## config.mk

```make
export PLATFORM = sky130hd
export DESIGN_NAME = icmp_probe_reply_matcher
export DESIGN_NICKNAME = d
export VERILOG_FILES = /design/src/hw/rtl/iprm_pkg.sv /design/src/hw/rtl/icmp_probe_reply_matcher.sv /design/src/hw/rtl/iprm_tracker.sv
export SDC_FILE = /design/constraint.sdc
export NUM_CORES = 1
export LEC_CHECK = 0
export BUFFER_PORTS_ARGS = -buffer_cell sky130_fd_sc_hd__buf_4
export CORE_MARGIN = 8
export CORE_UTILIZATION = 56
export DETAILED_ROUTE_END_ITERATION = 12
export PLACE_DENSITY_LB_ADDON = 0.2
export SETUP_SLACK_MARGIN = 0.2
export SKIP_LAST_GASP = 1
export SLEW_MARGIN = 40
export SYNTH_ARGS = -nofsm -noshare
export SYNTH_HDL_FRONTEND = slang
export SYNTH_SLANG_ARGS = --single-unit
```

## constraint.sdc

```tcl
create_clock -name i_clk -period 7.2 [get_ports i_clk]
set_clock_uncertainty 0.15 [all_clocks]
set_input_delay 0.72 -clock i_clk [delete_from_list [all_inputs] [get_ports i_clk]]
set_output_delay 0.72 -clock i_clk [all_outputs]
set_load 0.02 [all_outputs]
```

## src/hw/rtl/iprm_pkg.sv

```systemverilog
// Shared constants, types and helpers for the ICMP probe reply matcher.
package iprm_pkg;

    localparam int MAX_PACKET     = 1024;
    localparam int CNT_W          = $clog2(MAX_PACKET + 1);
    localparam int HL_W           = 6;
    localparam int IP_HDR_BYTES   = 20;
    localparam int ICMP_HDR_BYTES = 28;
    localparam int ICMP_ID_OFS    = 4;
    localparam int ICMP_SEQ_OFS   = 6;
    localparam int ICMP_FIXED     = 8;
    localparam int IN_TDATA_W     = 8;
    localparam int OUT_TDATA_W    = 8;

    localparam logic [7:0] TYPE_ECHO_REPLY    = 8'd0;
    localparam logic [7:0] TYPE_UNREACH       = 8'd3;
    localparam logic [7:0] TYPE_ECHO_REQ      = 8'd8;
    localparam logic [7:0] TYPE_TIME_EXCEEDED = 8'd11;

    typedef enum logic [0:0] {
        REG_EXPECTED_ID  = 1'b0,
        REG_EXPECTED_SEQ = 1'b1
    } t_cfg_reg;

    // One packet byte handed to the tracker; valid means it is taken this cycle.
    typedef struct packed {
        logic       valid;
        logic [7:0] data;
        logic       last;
    } t_item;

    typedef struct packed {
        logic reached;
        logic matches_res;
    } t_verdict;

    // IPv4 header length field in bytes.
    function automatic logic [HL_W-1:0] hdr_len(input logic [7:0] b);
        hdr_len = {b[3:0], 2'b00};
    endfunction

endpackage

```

## src/hw/rtl/icmp_probe_reply_matcher.sv

```systemverilog
// Top level of the ICMP probe reply matcher: stream ports, config registers, staging.
// Takes one IPv4 packet byte per cycle while input is not held off and, on the
// last byte, gives one item saying whether the packet answers the configured
// echo probe (echo reply with matching id and sequence, or a time exceeded or
// unreachable message quoting such an echo request). One byte is accepted
// every cycle unless input is held off. The last byte passes through the
// input register and the verdict is then kept in the result register, the two
// registers around the header tracker. The block only holds off input when a
// verdict is ready to be written while the previous one still waits at the
// output. Bytes beyond 1024 are ignored.
module icmp_probe_reply_matcher (
    input  logic        i_clk,
    input  logic        i_rst_n,
    input  logic        s_axis_tvalid,
    output logic        s_axis_tready,
    input  logic [7:0]  s_axis_tdata,  // [7:0] pkt_byte
    input  logic        s_axis_tlast,  // last_byte
    output logic        m_axis_tvalid,
    input  logic        m_axis_tready,
    output logic [7:0]  m_axis_tdata,  // [0] matches_res, [1] reached, [7:2] zero
    input  logic        i_cfg_we,
    input  logic [0:0]  i_cfg_addr,
    input  logic [15:0] i_cfg_data
);
    import iprm_pkg::*;

    t_item      r_in;
    t_item      trk_item;
    t_verdict   verdict;
    t_verdict   r_out;
    logic       r_out_valid;
    logic [15:0] r_expected_id, r_expected_seq;
    logic       advance;

    // A byte moves on unless it carries a verdict and the output is still full.
    assign advance       = r_in.valid && (!r_in.last || !r_out_valid || m_axis_tready);
    assign s_axis_tready = !r_in.valid || advance;

    always_comb begin
        trk_item.valid = advance;
        trk_item.data  = r_in.data;
        trk_item.last  = r_in.last;
    end

    iprm_tracker u_tracker (
        .i_clk          (i_clk),
        .i_rst_n        (i_rst_n),
        .i_item         (trk_item),
        .i_expected_id  (r_expected_id),
        .i_expected_seq (r_expected_seq),
        .o_verdict      (verdict)
    );

    always_ff @(posedge i_clk) begin
        if (!i_rst_n) begin
            r_in.valid <= 1'b0;
        end else if (s_axis_tready) begin
            r_in.valid <= s_axis_tvalid;
            r_in.data  <= s_axis_tdata;
            r_in.last  <= s_axis_tlast;
        end
    end

    always_ff @(posedge i_clk) begin
        if (!i_rst_n) begin
            r_out_valid <= 1'b0;
        end else if (advance && r_in.last) begin
            r_out_valid <= 1'b1;
        end else if (m_axis_tready) begin
            r_out_valid <= 1'b0;
        end
    end

    always_ff @(posedge i_clk) begin
        if (advance && r_in.last) begin
            r_out <= verdict;
        end
    end

    always_ff @(posedge i_clk) begin
        if (!i_rst_n) begin
            r_expected_id  <= '0;
            r_expected_seq <= '0;
        end else if (i_cfg_we) begin
            case (t_cfg_reg'(i_cfg_addr))
                REG_EXPECTED_ID:  r_expected_id  <= i_cfg_data;
                REG_EXPECTED_SEQ: r_expected_seq <= i_cfg_data;
                default: ;
            endcase
        end
    end

    assign m_axis_tvalid = r_out_valid;
    assign m_axis_tdata  = {(OUT_TDATA_W - 2)'(0), r_out};

endmodule

```

## src/hw/rtl/iprm_tracker.sv

```systemverilog
// Per-packet header tracker and verdict logic for the ICMP probe reply matcher.
module iprm_tracker (
    input  logic               i_clk,
    input  logic               i_rst_n,
    input  iprm_pkg::t_item    i_item,
    input  logic [15:0]        i_expected_id,
    input  logic [15:0]        i_expected_seq,
    output iprm_pkg::t_verdict o_verdict
);
    import iprm_pkg::*;

    logic [CNT_W-1:0] r_count, n_count;
    logic [HL_W-1:0]  r_outer_hl, n_outer_hl, r_inner_hl, n_inner_hl;
    logic [7:0]       r_outer_type, n_outer_type, r_inner_type, n_inner_type;
    logic             r_outer_id_ok, n_outer_id_ok, r_outer_seq_ok, n_outer_seq_ok;
    logic             r_inner_id_ok, n_inner_id_ok, r_inner_seq_ok, n_inner_seq_ok;

    logic             take;
    logic [7:0]       b;
    logic [HL_W-1:0]  h_eff, g_eff;
    logic [CNT_W-1:0] outer_base, inner_ip, inner_base;
    logic [CNT_W-1:0] len, n_outer_base, n_inner_hl_w, rem;
    logic             match;

    // Field updates for the current byte. The header lengths are taken from
    // the byte itself when it is the length byte, so a zero length lets the
    // same byte serve as the ICMP type.
    always_comb begin
        b          = i_item.data;
        take       = i_item.valid && (r_count < CNT_W'(MAX_PACKET));
        h_eff      = (r_count == '0) ? hdr_len(b) : r_outer_hl;
        outer_base = CNT_W'(h_eff);
        inner_ip   = outer_base + CNT_W'(ICMP_FIXED);
        g_eff      = (r_count == inner_ip) ? hdr_len(b) : r_inner_hl;
        inner_base = inner_ip + CNT_W'(g_eff);

        n_count        = r_count;
        n_outer_hl     = r_outer_hl;
        n_outer_type   = r_outer_type;
        n_outer_id_ok  = r_outer_id_ok;
        n_outer_seq_ok = r_outer_seq_ok;
        n_inner_hl     = r_inner_hl;
        n_inner_type   = r_inner_type;
        n_inner_id_ok  = r_inner_id_ok;
        n_inner_seq_ok = r_inner_seq_ok;

        if (take) begin
            n_count    = r_count + CNT_W'(1);
            n_outer_hl = h_eff;
            n_inner_hl = g_eff;
            if (r_count == outer_base) begin
                n_outer_type = b;
            end
            if (r_count == outer_base + CNT_W'(ICMP_ID_OFS)) begin
                n_outer_id_ok = (b == i_expected_id[15:8]);
            end
            if (r_count == outer_base + CNT_W'(ICMP_ID_OFS + 1)) begin
                n_outer_id_ok = r_outer_id_ok && (b == i_expected_id[7:0]);
            end
            if (r_count == outer_base + CNT_W'(ICMP_SEQ_OFS)) begin
                n_outer_seq_ok = (b == i_expected_seq[15:8]);
            end
            if (r_count == outer_base + CNT_W'(ICMP_SEQ_OFS + 1)) begin
                n_outer_seq_ok = r_outer_seq_ok && (b == i_expected_seq[7:0]);
            end
            if (r_count == inner_base) begin
                n_inner_type = b;
            end
            if (r_count == inner_base + CNT_W'(ICMP_ID_OFS)) begin
                n_inner_id_ok = (b == i_expected_id[15:8]);
            end
            if (r_count == inner_base + CNT_W'(ICMP_ID_OFS + 1)) begin
                n_inner_id_ok = r_inner_id_ok && (b == i_expected_id[7:0]);
            end
            if (r_count == inner_base + CNT_W'(ICMP_SEQ_OFS)) begin
                n_inner_seq_ok = (b == i_expected_seq[15:8]);
            end
            if (r_count == inner_base + CNT_W'(ICMP_SEQ_OFS + 1)) begin
                n_inner_seq_ok = r_inner_seq_ok && (b == i_expected_seq[7:0]);
            end
        end
    end

    // Verdict on the state as it stands once this byte has been taken.
    always_comb begin
        len          = n_count;
        n_outer_base = CNT_W'(n_outer_hl);
        n_inner_hl_w = CNT_W'(n_inner_hl);
        rem          = len - n_outer_base - CNT_W'(ICMP_FIXED);
        match        = 1'b0;
        if (len >= CNT_W'(IP_HDR_BYTES) &&
            len >= n_outer_base + CNT_W'(ICMP_HDR_BYTES)) begin
            if (n_outer_type == TYPE_ECHO_REPLY) begin
                match = n_outer_id_ok && n_outer_seq_ok;
            end else if (n_outer_type == TYPE_TIME_EXCEEDED ||
                         n_outer_type == TYPE_UNREACH) begin
                match = (rem >= CNT_W'(IP_HDR_BYTES)) &&
                        (rem >= n_inner_hl_w + CNT_W'(ICMP_HDR_BYTES)) &&
                        (n_inner_type == TYPE_ECHO_REQ) &&
                        n_inner_id_ok && n_inner_seq_ok;
            end
        end
        o_verdict.matches_res = match;
        o_verdict.reached     = match && (n_outer_type == TYPE_ECHO_REPLY);
    end

    // Everything is cleared after the final byte of a packet.
    always_ff @(posedge i_clk) begin
        if (!i_rst_n || (i_item.valid && i_item.last)) begin
            r_count        <= '0;
            r_outer_hl     <= '0;
            r_outer_type   <= '0;
            r_outer_id_ok  <= 1'b0;
            r_outer_seq_ok <= 1'b0;
            r_inner_hl     <= '0;
            r_inner_type   <= '0;
            r_inner_id_ok  <= 1'b0;
            r_inner_seq_ok <= 1'b0;
        end else if (i_item.valid) begin
            r_count        <= n_count;
            r_outer_hl     <= n_outer_hl;
            r_outer_type   <= n_outer_type;
            r_outer_id_ok  <= n_outer_id_ok;
            r_outer_seq_ok <= n_outer_seq_ok;
            r_inner_hl     <= n_inner_hl;
            r_inner_type   <= n_inner_type;
            r_inner_id_ok  <= n_inner_id_ok;
            r_inner_seq_ok <= n_inner_seq_ok;
        end
    end

endmodule

```

==> results of run 1 <==
[critical path, delay by kind of cell, from the launching register on]
family / cells / cell delay (ns)
simple gates: 9 / 1.91
compound gates: 7 / 1.42
fa+ha+maj: 5 / 1.30
buf+inv: 5 / 0.62
mux: 2 / 0.49
flops: 1 / 0.38
xor+xnor: 1 / 0.21
[cells by family (layout without fill, tap and decap cells)]
logic type                 count (synthesis)  in the layout  share of synthesized area, %
adders and majority gates                 53             53                          9.83
muxes                                     38             38                          5.85
DFF                                       88             88                          26.8
and+or+nand+nor                          302            302                          22.1
buffers and inverters                    100            115                          6.19
other                                      1              6                        0.0538
AOI/OAI and AO/OA                        166            166                          17.1
xor gates and xnor gates                  94             94                          12.0
[path summary, 6_finish.rpt]
path                   startpoint           endpoint  slack, ns
max          u_tracker.r_count[0]    m_axis_tdata[0]       0.61
min             r_expected_id[14]  r_expected_id[14]       0.33
max reg2reg  u_tracker.r_count[0]    m_axis_tdata[0]       0.61
min reg2reg     r_expected_id[14]  r_expected_id[14]       0.33
[area by class of cell]
type	count	area (um^2)	share of cell area (%)
timing repair buffer	58	435	5.64
tap	168	210	2.72
inverter	41	154	1.99
sequential	88	1870	24.3
multi-input combinational	659	4770	61.7
clock inverter	6	53.8	0.697
clock buffer	10	229	2.97
[routing by layer]
metal	GRT usage, %	vias to the layer above
li1	-	2954
met1	30.6	2926
met2	38.4	161
met3	3.70	45
met4	9.86	0
met5	0	-
[registers in the layout, summed over array words and instances (netlist names)]
name and count:
m_axis_tdata 2, m_axis_tvalid 1, r_expected_id 16, r_expected_seq 16, r_in 10, u_tracker.r_count 11, u_tracker.r_inner_hl 6, u_tracker.r_inner_id_ok 1
u_tracker.r_inner_seq_ok 1, u_tracker.r_inner_type 8, u_tracker.r_outer_hl 6, u_tracker.r_outer_id_ok 1, u_tracker.r_outer_seq_ok 1, u_tracker.r_outer_type 8
[Yosys cell counts, types with 7 or more instances]
| master | count | area (um^2) |
|---|---|---|
| buf_1 | 7 | 26.3 |
| edfxtp_1 | 11 | 330 |
| nand2_1 | 92 | 345 |
| a21boi_0 | 34 | 255 |
| xnor2_1 | 68 | 596 |
| xor2_1 | 24 | 210 |
| inv_1 | 39 | 146 |
| nand3_1 | 22 | 110 |
| nor2_1 | 66 | 248 |
| a31oi_1 | 11 | 68.8 |
| nand2b_1 | 7 | 43.8 |
| nor3_1 | 19 | 95.1 |
| a21oi_1 | 34 | 170 |
| dfxtp_1 | 77 | 1540 |
| nor2b_1 | 26 | 163 |
| buf_4 | 7 | 52.6 |
| a21o_1 | 15 | 113 |
| mux2i_1 | 29 | 290 |
| nand4_1 | 12 | 75.1 |
| o21ai_0 | 17 | 85.1 |
| nor4_1 | 12 | 75.1 |
| clkbuf_1 | 36 | 135 |
| ha_1 | 50 | 626 |
[repair_timing]
| action | in CTS | in global routing |
|---|---|---|
| resized for setup | 0 | 16 |
| setup buffers | 0 | 5 |
| endpoints found under the setup margin | 0 | 3 |
| endpoints found under the hold margin | 0 | 0 |
[power breakdown]
| group | internal [mW] | switching [mW] |
|---|---|---|
| combinational | 0.179 | 0.236 |
| sequential | 0.512 | 0.0179 |
| clock | 0.240 | 0.211 |
| total | 0.931 | 0.465 |
[placed cells by master (no fill, tap or decap), types with 9 or more instances in the layout]
cell type,Yosys,layout
clkbuf_16,0,9
a21oi_1,34,32
xnor2_1,68,67
nand3_1,22,21
nand4_1,12,12
ha_1,50,49
edfxtp_1,11,11
inv_1,39,38
dfxtp_1,77,76
nor2_1,66,66
o21ai_0,17,15
buf_4,7,58
nand2_1,92,92
a21o_1,15,15
nor4_1,12,11
nor3_1,19,18
mux2i_1,29,29
a21boi_0,34,34
a31oi_1,11,11
nor2b_1,26,25
xor2_1,24,24
==> impl_metrics.toml, run 1 <==
[place]
dp.cells = 1009
placedInstanceArea_um2 = 7350
gp_congestion = 0.926
dp_hpwl_um = 14700
numPortBuffers = 34
place_ws_ns = 0.274

[timing]
rsz0062_at_grt = "no"
tns_ns = 0
hold_viol_final = 0
setup_viol = 0
slew-limit-headroom_pct = 50.0
final-max-slew-violation-count = 0
fin_crit_ns = 6.59
fmax_mhz = 152
period_share_pct = 91.6
tightest_slew_ns = 0.740
holdWs_ns = 0.326
worst_slack_ns = 0.608

[final_layout]
drive_gt1_share_pct = 14.7
layout.nets = 941
area_growth_pct = 10.7
nFillCells = 1091
diodes = 0
fin_area_um2 = 7720
utilization_pct = 63.7
fin_cells = 1030

[detailed_routing]
met1_length_um = 8620
drcViolationCount = 0
drt_iter0_drc = 393
dr_wl_met2_um = 8930
top_layer = "met4"
drtPass1Iterations = 5
post_drt_wl_per_cell_um = 18.7
drt-vias-per-instance = 5.91
dr_wl_met3_um = 1020
drt_wl_total_um = 19200
ant_nets = 0
vias = 6086

[synth]
synth_area_per_cell_um2 = 8.29
synth_flop_cell = "dfxtp_1"
ys_types = 83
synth-seq-cells = 88
ys_seq_area_share_pct = 26.8
synth_edf_count = 11
yosysWarnings = 0
syn_inst = 842
netlist_area_um2 = 6980
ys_async_sr_fraction_pct = 0

[clock_tree]
cts.sinks = 88
cts_root_buffer = "clkbuf_16"
clk_path_buf_depth = 2
numCtsBuffers = 9
cts_tree = "built"
cts.clk_slew.worst_paths_ns = 0.07
ctsHoldBuffers = 0
cts_htree_levels = 3
clk_latency_ns = 0.35

[critical_path]
worstPathArrival_ns = 6.65
critical_path_class = "reg2reg"
r2r_cells = 29
worst-path-max-fanout = 10
cp-start-kind = "register"
cp.required_ns = 7.26
cpPeakStageDelay_ns = 0.53
endpoint_kind = "register"
slowest_stage = "or4b_4"

[floorplanning]
ios = 41
die-width_um = 128
core-area_um2 = 12100
rows = 40
dieArea_um2 = 16300
start_util_pct = 57.6
die_y_um = 128

[global_routing]
gr-total-overflow = 0
grt_max_degree = 44
grtUsageTotal_pct = 23.7
antenna_found_initial = 0
grt_pass1_vias = 5806
grt_pass1_wl_um = 30400

[worst_hold_path]
min_path_type = "reg2reg"
holdPathStages = 2

[power_and_ir_drop]
p_leak_nw = 3.15
vdd_drop_max_mv = 0.118
pwr_density_cell_nw_per_um2 = 181
power_mw = 1.40

[flow_run]
maxCapViolCount = 0

[run_status]
status = "completed"
Note: power is estimated with default switching activity, not from simulation.
==> inputs of run 2 (changes only) <==
--- a/config.mk
+++ b/config.mk
@@ -6,7 +6,7 @@
 export NUM_CORES = 1
 export LEC_CHECK = 0
 export BUFFER_PORTS_ARGS = -buffer_cell sky130_fd_sc_hd__buf_4
-export CORE_MARGIN = 8
+export CORE_MARGIN = 10
 export CORE_UTILIZATION = 56
 export DETAILED_ROUTE_END_ITERATION = 12
 export PLACE_DENSITY_LB_ADDON = 0.2
==> constraint.sdc (replaced) <==
create_clock -name i_clk -period 5.8 [get_ports i_clk]
set_clock_uncertainty 0.15 [all_clocks]
set_input_delay 0.58 -clock i_clk [delete_from_list [all_inputs] [get_ports i_clk]]
set_output_delay 0.58 -clock i_clk [all_outputs]
set_load 0.02 [all_outputs]
==> impl_metrics.toml, run 2 (synthesis results as in run 1) <==
[run_status]
status = "finished, violations left"
violations = "setup timing"

[global_routing]
grt_pass1_vias = 6222
grtUsageTotal_pct = 22.3
gr-total-overflow = 0
grt_max_degree = 44
antenna_found_initial = 0
grt_pass1_wl_um = 31800

[timing]
slew-limit-headroom_pct = 51.7
fin_crit_ns = 5.90
worst_slack_ns = -0.0970
fmax_mhz = 170
hold_viol_final = 0
final-max-slew-violation-count = 0
setup_viol = 1
rsz0062_at_grt = "yes"
tightest_slew_ns = 0.720
period_share_pct = 102
tns_ns = -0.0970

[final_layout]
area_growth_pct = 20.7
final_common_cell = "buf_4"
nFillCells = 1017
reg.largest.list = "r_expected_id: 16 flops, r_expected_seq: 16 flops, u_tracker.r_count: 11 flops"
fin_cells = 1088
most-common-layout-cells = "buf_4, nand2_1, dfxtp_1"
diodes = 0
drive_gt1_share_pct = 23.3
utilization_pct = 69.5
layout.nets = 999

[critical_path]
cp.required_ns = 5.84
endpoint_kind = "register"
slowest_stage = "or4b_4"
critical_path_class = "reg2reg"
cpPeakStageDelay_ns = 0.48
worst-path-max-fanout = 7
worstPathArrival_ns = 5.94
cp-start-kind = "register"
crit_path_frequent_cell = "ha_4"

[place]
dp_hpwl_um = 15700
numPortBuffers = 34
place_ws_ns = -0.206
gp_congestion = 0.935
dp.cells = 1071

[floorplanning]
die-width_um = 132
dieArea_um2 = 17300
ios = 41
core-area_um2 = 12100
die_y_um = 132
start_util_pct = 57.6
rows = 40

[clock_tree]
cts_htree_levels = 3
cts.sinks = 88
clk_latency_ns = 0.35
cts_tree = "built"
cts_root_buffer = "clkbuf_16"
cts.clk_slew.worst_paths_ns = 0.07
numCtsBuffers = 9
clk_path_buf_depth = 2

[detailed_routing]
drtPass1Iterations = 5
post_drt_wl_per_cell_um = 18.4
drt-vias-per-instance = 5.79
drt_wl_total_um = 20000
ant_nets = 0
vias = 6298
drcViolationCount = 0
drt_iter0_drc = 350

[power_and_ir_drop]
p_leak_nw = 3.47
power_mw = 1.84
pwr_density_cell_nw_per_um2 = 219
vdd_drop_max_mv = 0.171

[flow_run]
maxCapViolCount = 0

[worst_hold_path]
min_path_type = "in2reg"
==> run 2: cell count changes in the layout (fill, tap and decap cells not counted), moves of 3 or more <==
cell     before  now
inv_1        38   34
buf_4        58  115
xnor2_1      67   64
a21oi_1      32   28
a21oi_2       4    7
xnor2_4       0    3
ha_4          0    6
ha_1         49   43
==> run 2: metrics by stage <==
stage	instance area [um^2]	hold slack, ns
after floorplan	7210	0.301
after global placement	7970	0.312
after detailed placement	7970	0.321
after CTS	8390	0.251
after global routing	8420	0.247
final	8420	0.255
==> run 2: final cells by class <==
| type | count | area, um^2 | share of cell area [%] |
|---|---|---|---|
| clock inverter | 6 | 51.3 | 0.609 |
| timing repair buffer | 116 | 883 | 10.5 |
| sequential | 88 | 1870 | 22.3 |
| clock buffer | 10 | 229 | 2.72 |
| tap | 168 | 210 | 2.50 |
| multi-input combinational | 659 | 5010 | 59.5 |
| inverter | 41 | 164 | 1.95 |
==> run 2: path summary, 6_finish.rpt <==
kind / startpoint / end / slack (ns) / cells after the start
setup / recovery: u_tracker.r_count[0] / m_axis_tdata[0] / -0.1 / 29
hold / removal: s_axis_tdata[6] / r_in[7] / 0.25 / 1
setup reg to reg: u_tracker.r_count[0] / m_axis_tdata[0] / -0.1 / 29
hold reg to reg: r_expected_seq[0] / r_expected_seq[0] / 0.33 / 2
==> run 2: power breakdown <==
part           leakage, nW  internal, mW  switching [mW]  total, mW
Sequential           0.732         0.636          0.0214      0.657
Clock                0.134         0.296           0.266      0.562
Combinational         2.60         0.299           0.326      0.625
Total                 3.47          1.23           0.613       1.84
==> run 2: metal layers <==
layer,vias to the layer above,part of all wire (%),GRT usage [%]
met1,3046,44,27.5
met3,44,5.2,4.31
met5,-,0,0
met2,154,48,37.7
met4,0,3.1,7.85
li1,3054,-,-
==> run 2: critical path: cells and delay by family (launching register included) <==
family / cells / cell delay, ns
flip-flops: 1 / 0.33
buffers and inverters: 4 / 0.39
AND/OR/NAND/NOR: 10 / 2.00
multiplexers: 4 / 0.98
AO/OA/AOI/OAI: 5 / 0.81
adder cells (fa/ha/maj): 4 / 0.79
XOR/XNOR: 2 / 0.30
==> run 2: what timing repair did <==
item                       CTS  global route
buffers inserted             1             0
pin swaps                    2             1
hold buffers                 0             0
setup endpoints to repair   11            11
gates resized for setup     25             4
==> inputs of run 3 (changes only) <==
--- a/config.mk
+++ b/config.mk
@@ -10,6 +10,7 @@
 export CORE_UTILIZATION = 56
 export DETAILED_ROUTE_END_ITERATION = 12
 export PLACE_DENSITY_LB_ADDON = 0.2
+export REMOVE_ABC_BUFFERS = 1
 export SETUP_SLACK_MARGIN = 0.2
 export SKIP_LAST_GASP = 1
 export SLEW_MARGIN = 40
==> impl_metrics.toml, run 3 (synthesis results as in run 1) <==
[run_status]
status = "finished, violations left"
violations = "setup timing"

[detailed_routing]
vias = 6525
drtPass1Iterations = 5
drt-vias-per-instance = 5.85
drt_wl_total_um = 21500
post_drt_wl_per_cell_um = 19.3
drt_iter0_drc = 654
ant_nets = 0
drcViolationCount = 0

[critical_path]
slowest_stage = "or4_4"
crit_path_frequent_cell = "inv_2"
r2r_end = "m_axis_tdata[0]"
worstSetupStartpoint = "u_tracker.r_count[0]"
endpoint_kind = "register"
worstPathArrival_ns = 6.16
cp.required_ns = 5.85
critical_path_class = "reg2reg"
r2r_start = "u_tracker.r_count[0]"
endpoint = "m_axis_tdata[0]"
worst-path-max-fanout = 5
regToRegSetupSlack_ns = -0.31
cpPeakStageDelay_ns = 0.50
cp-start-kind = "register"
r2r_cells = 29

[worst_hold_path]
holdPathStages = 1
min_path_type = "in2reg"

[timing]
period_share_pct = 105
hold_viol_final = 0
tightest_slew_ns = 0.704
fmax_mhz = 164
slew-limit-headroom_pct = 52.9
tns_ns = -0.551
fin_crit_ns = 6.11
holdWs_ns = 0.258
rsz0062_at_grt = "yes"
worst_slack_ns = -0.314
setup_viol = 3
final-max-slew-violation-count = 0

[place]
gp_congestion = 1.00
dp.cells = 1070
placedInstanceArea_um2 = 7800
place_ws_ns = -0.508
numPortBuffers = 34
dp_hpwl_um = 15900

[final_layout]
most-common-layout-cells = "buf_4, nand2_1, dfxtp_1"
reg.largest.list = "r_expected_id: 16 flops, r_expected_seq: 16 flops, u_tracker.r_count: 11 flops"
final_common_cell = "buf_4"
nFillCells = 959
layout.nets = 1026
area_growth_pct = 24.3
fin_cells = 1115
drive_gt1_share_pct = 26.1
diodes = 0
utilization_pct = 71.6
fin_area_um2 = 8670

[power_and_ir_drop]
net-switching-power_mw = 0.650
pwr_density_cell_nw_per_um2 = 226
internal_power_mw = 1.31
p_comb_share_pct = 34.9
p_sw_share_pct = 33.2
seqPwrFrac_pct = 33.5
vdd_drop_max_mv = 0.254
clkPwrFrac_pct = 31.6
power_mw = 1.96
p_leak_nw = 3.60

[floorplanning]
dieArea_um2 = 17300
die_y_um = 132
die-width_um = 132
ios = 41
core-area_um2 = 12100
start_util_pct = 57.6
rows = 40

[global_routing]
gr-total-overflow = 0
use_met1_pct = 30.6
use_met2_pct = 40.4
antenna_found_initial = 0
grt_use_met3_pct = 4.65
grtUsageTotal_pct = 24.3
busiest_layer = "met2"
grt_pass1_vias = 6571
grt_pass1_wl_um = 34600
grt_max_degree = 37

[clock_tree]
ctsHoldBuffers = 0
cts.clk_slew.worst_paths_ns = 0.07
clk_path_buf_depth = 2
numCtsBuffers = 9
cts.sinks = 88
cts_root_buffer = "clkbuf_16"
cts_tree = "built"
clk_latency_ns = 0.35
cts_htree_levels = 3

[flow_run]
maxCapViolCount = 0
## run 3: cell types whose count changed in the layout (fill, tap and decap cells not counted), sizes merged
cell	before	now
bufinv	0	1
clkinvlp	1	2
clkinv	4	1
buf	116	143
inv	42	44
clkbuf	10	9
## run 3: power groups by stage
stage | registers, mW | logic, mW | clock network [mW]
after CTS | 0.655 | 0.637 | 0.623
after global placement | 0.668 | 0.557 | 0
after floorplan | 0.669 | 0.355 | 0
final | 0.656 | 0.683 | 0.619
after global routing | 0.658 | 0.737 | 0.651
after detailed placement | 0.669 | 0.572 | 0
## run 3: worst max-delay path: cells and delay by family (launching register included)
kind,cells,cell delay [ns]
AOI/OAI and AO/OA,8,1.45
xor gates and xnor gates,2,0.30
adders and majority gates,4,0.94
buffers and inverters,5,0.47
DFF,1,0.33
muxes,3,0.55
and+or+nand+nor,7,1.76
## run 3: cell type report
class / count / area, um^2 / area share, %
clock buffer: 9 / 225 / 2.60
sequential: 88 / 1870 / 21.6
tap: 168 / 210 / 2.42
timing repair buffer: 143 / 1100 / 12.7
inverter: 41 / 156 / 1.80
multi-input combinational: 659 / 5020 / 57.9
clock inverter: 7 / 85.1 / 0.981
## run 3: how the worst min path moves through the flow
| stage | from | to | slack [ns] |
|---|---|---|---|
| 4_1_cts | s_axis_tdata[4] | r_in[5] | 0.25 |
| 3_5_place_dp | r_expected_id[3] | r_expected_id[3] | 0.32 |
| 5_1_grt | s_axis_tdata[4] | r_in[5] | 0.24 |
| 6_report | s_axis_tdata[4] | r_in[5] | 0.26 |
| 3_3_place_gp | r_expected_seq[15] | r_expected_seq[15] | 0.31 |
| 2_1_floorplan | u_tracker.r_outer_type[7] | u_tracker.r_outer_type[7] | 0.30 |
## run 3: timing repair
item                                    in CTS  in global routing
gates resized for setup                     56                 21
gates cloned                                 0                  0
pin swaps                                   36                 30
setup buffers                               17                 12
endpoints found under the hold margin        0                  0
endpoints found under the setup margin      11                 11
## run 3: per-layer routing
metal  wire, um  vias up
li1           -     3107
met4        712        0
met2      10400      195
met1       9390     3170
met5          0        -
met3       1020       53
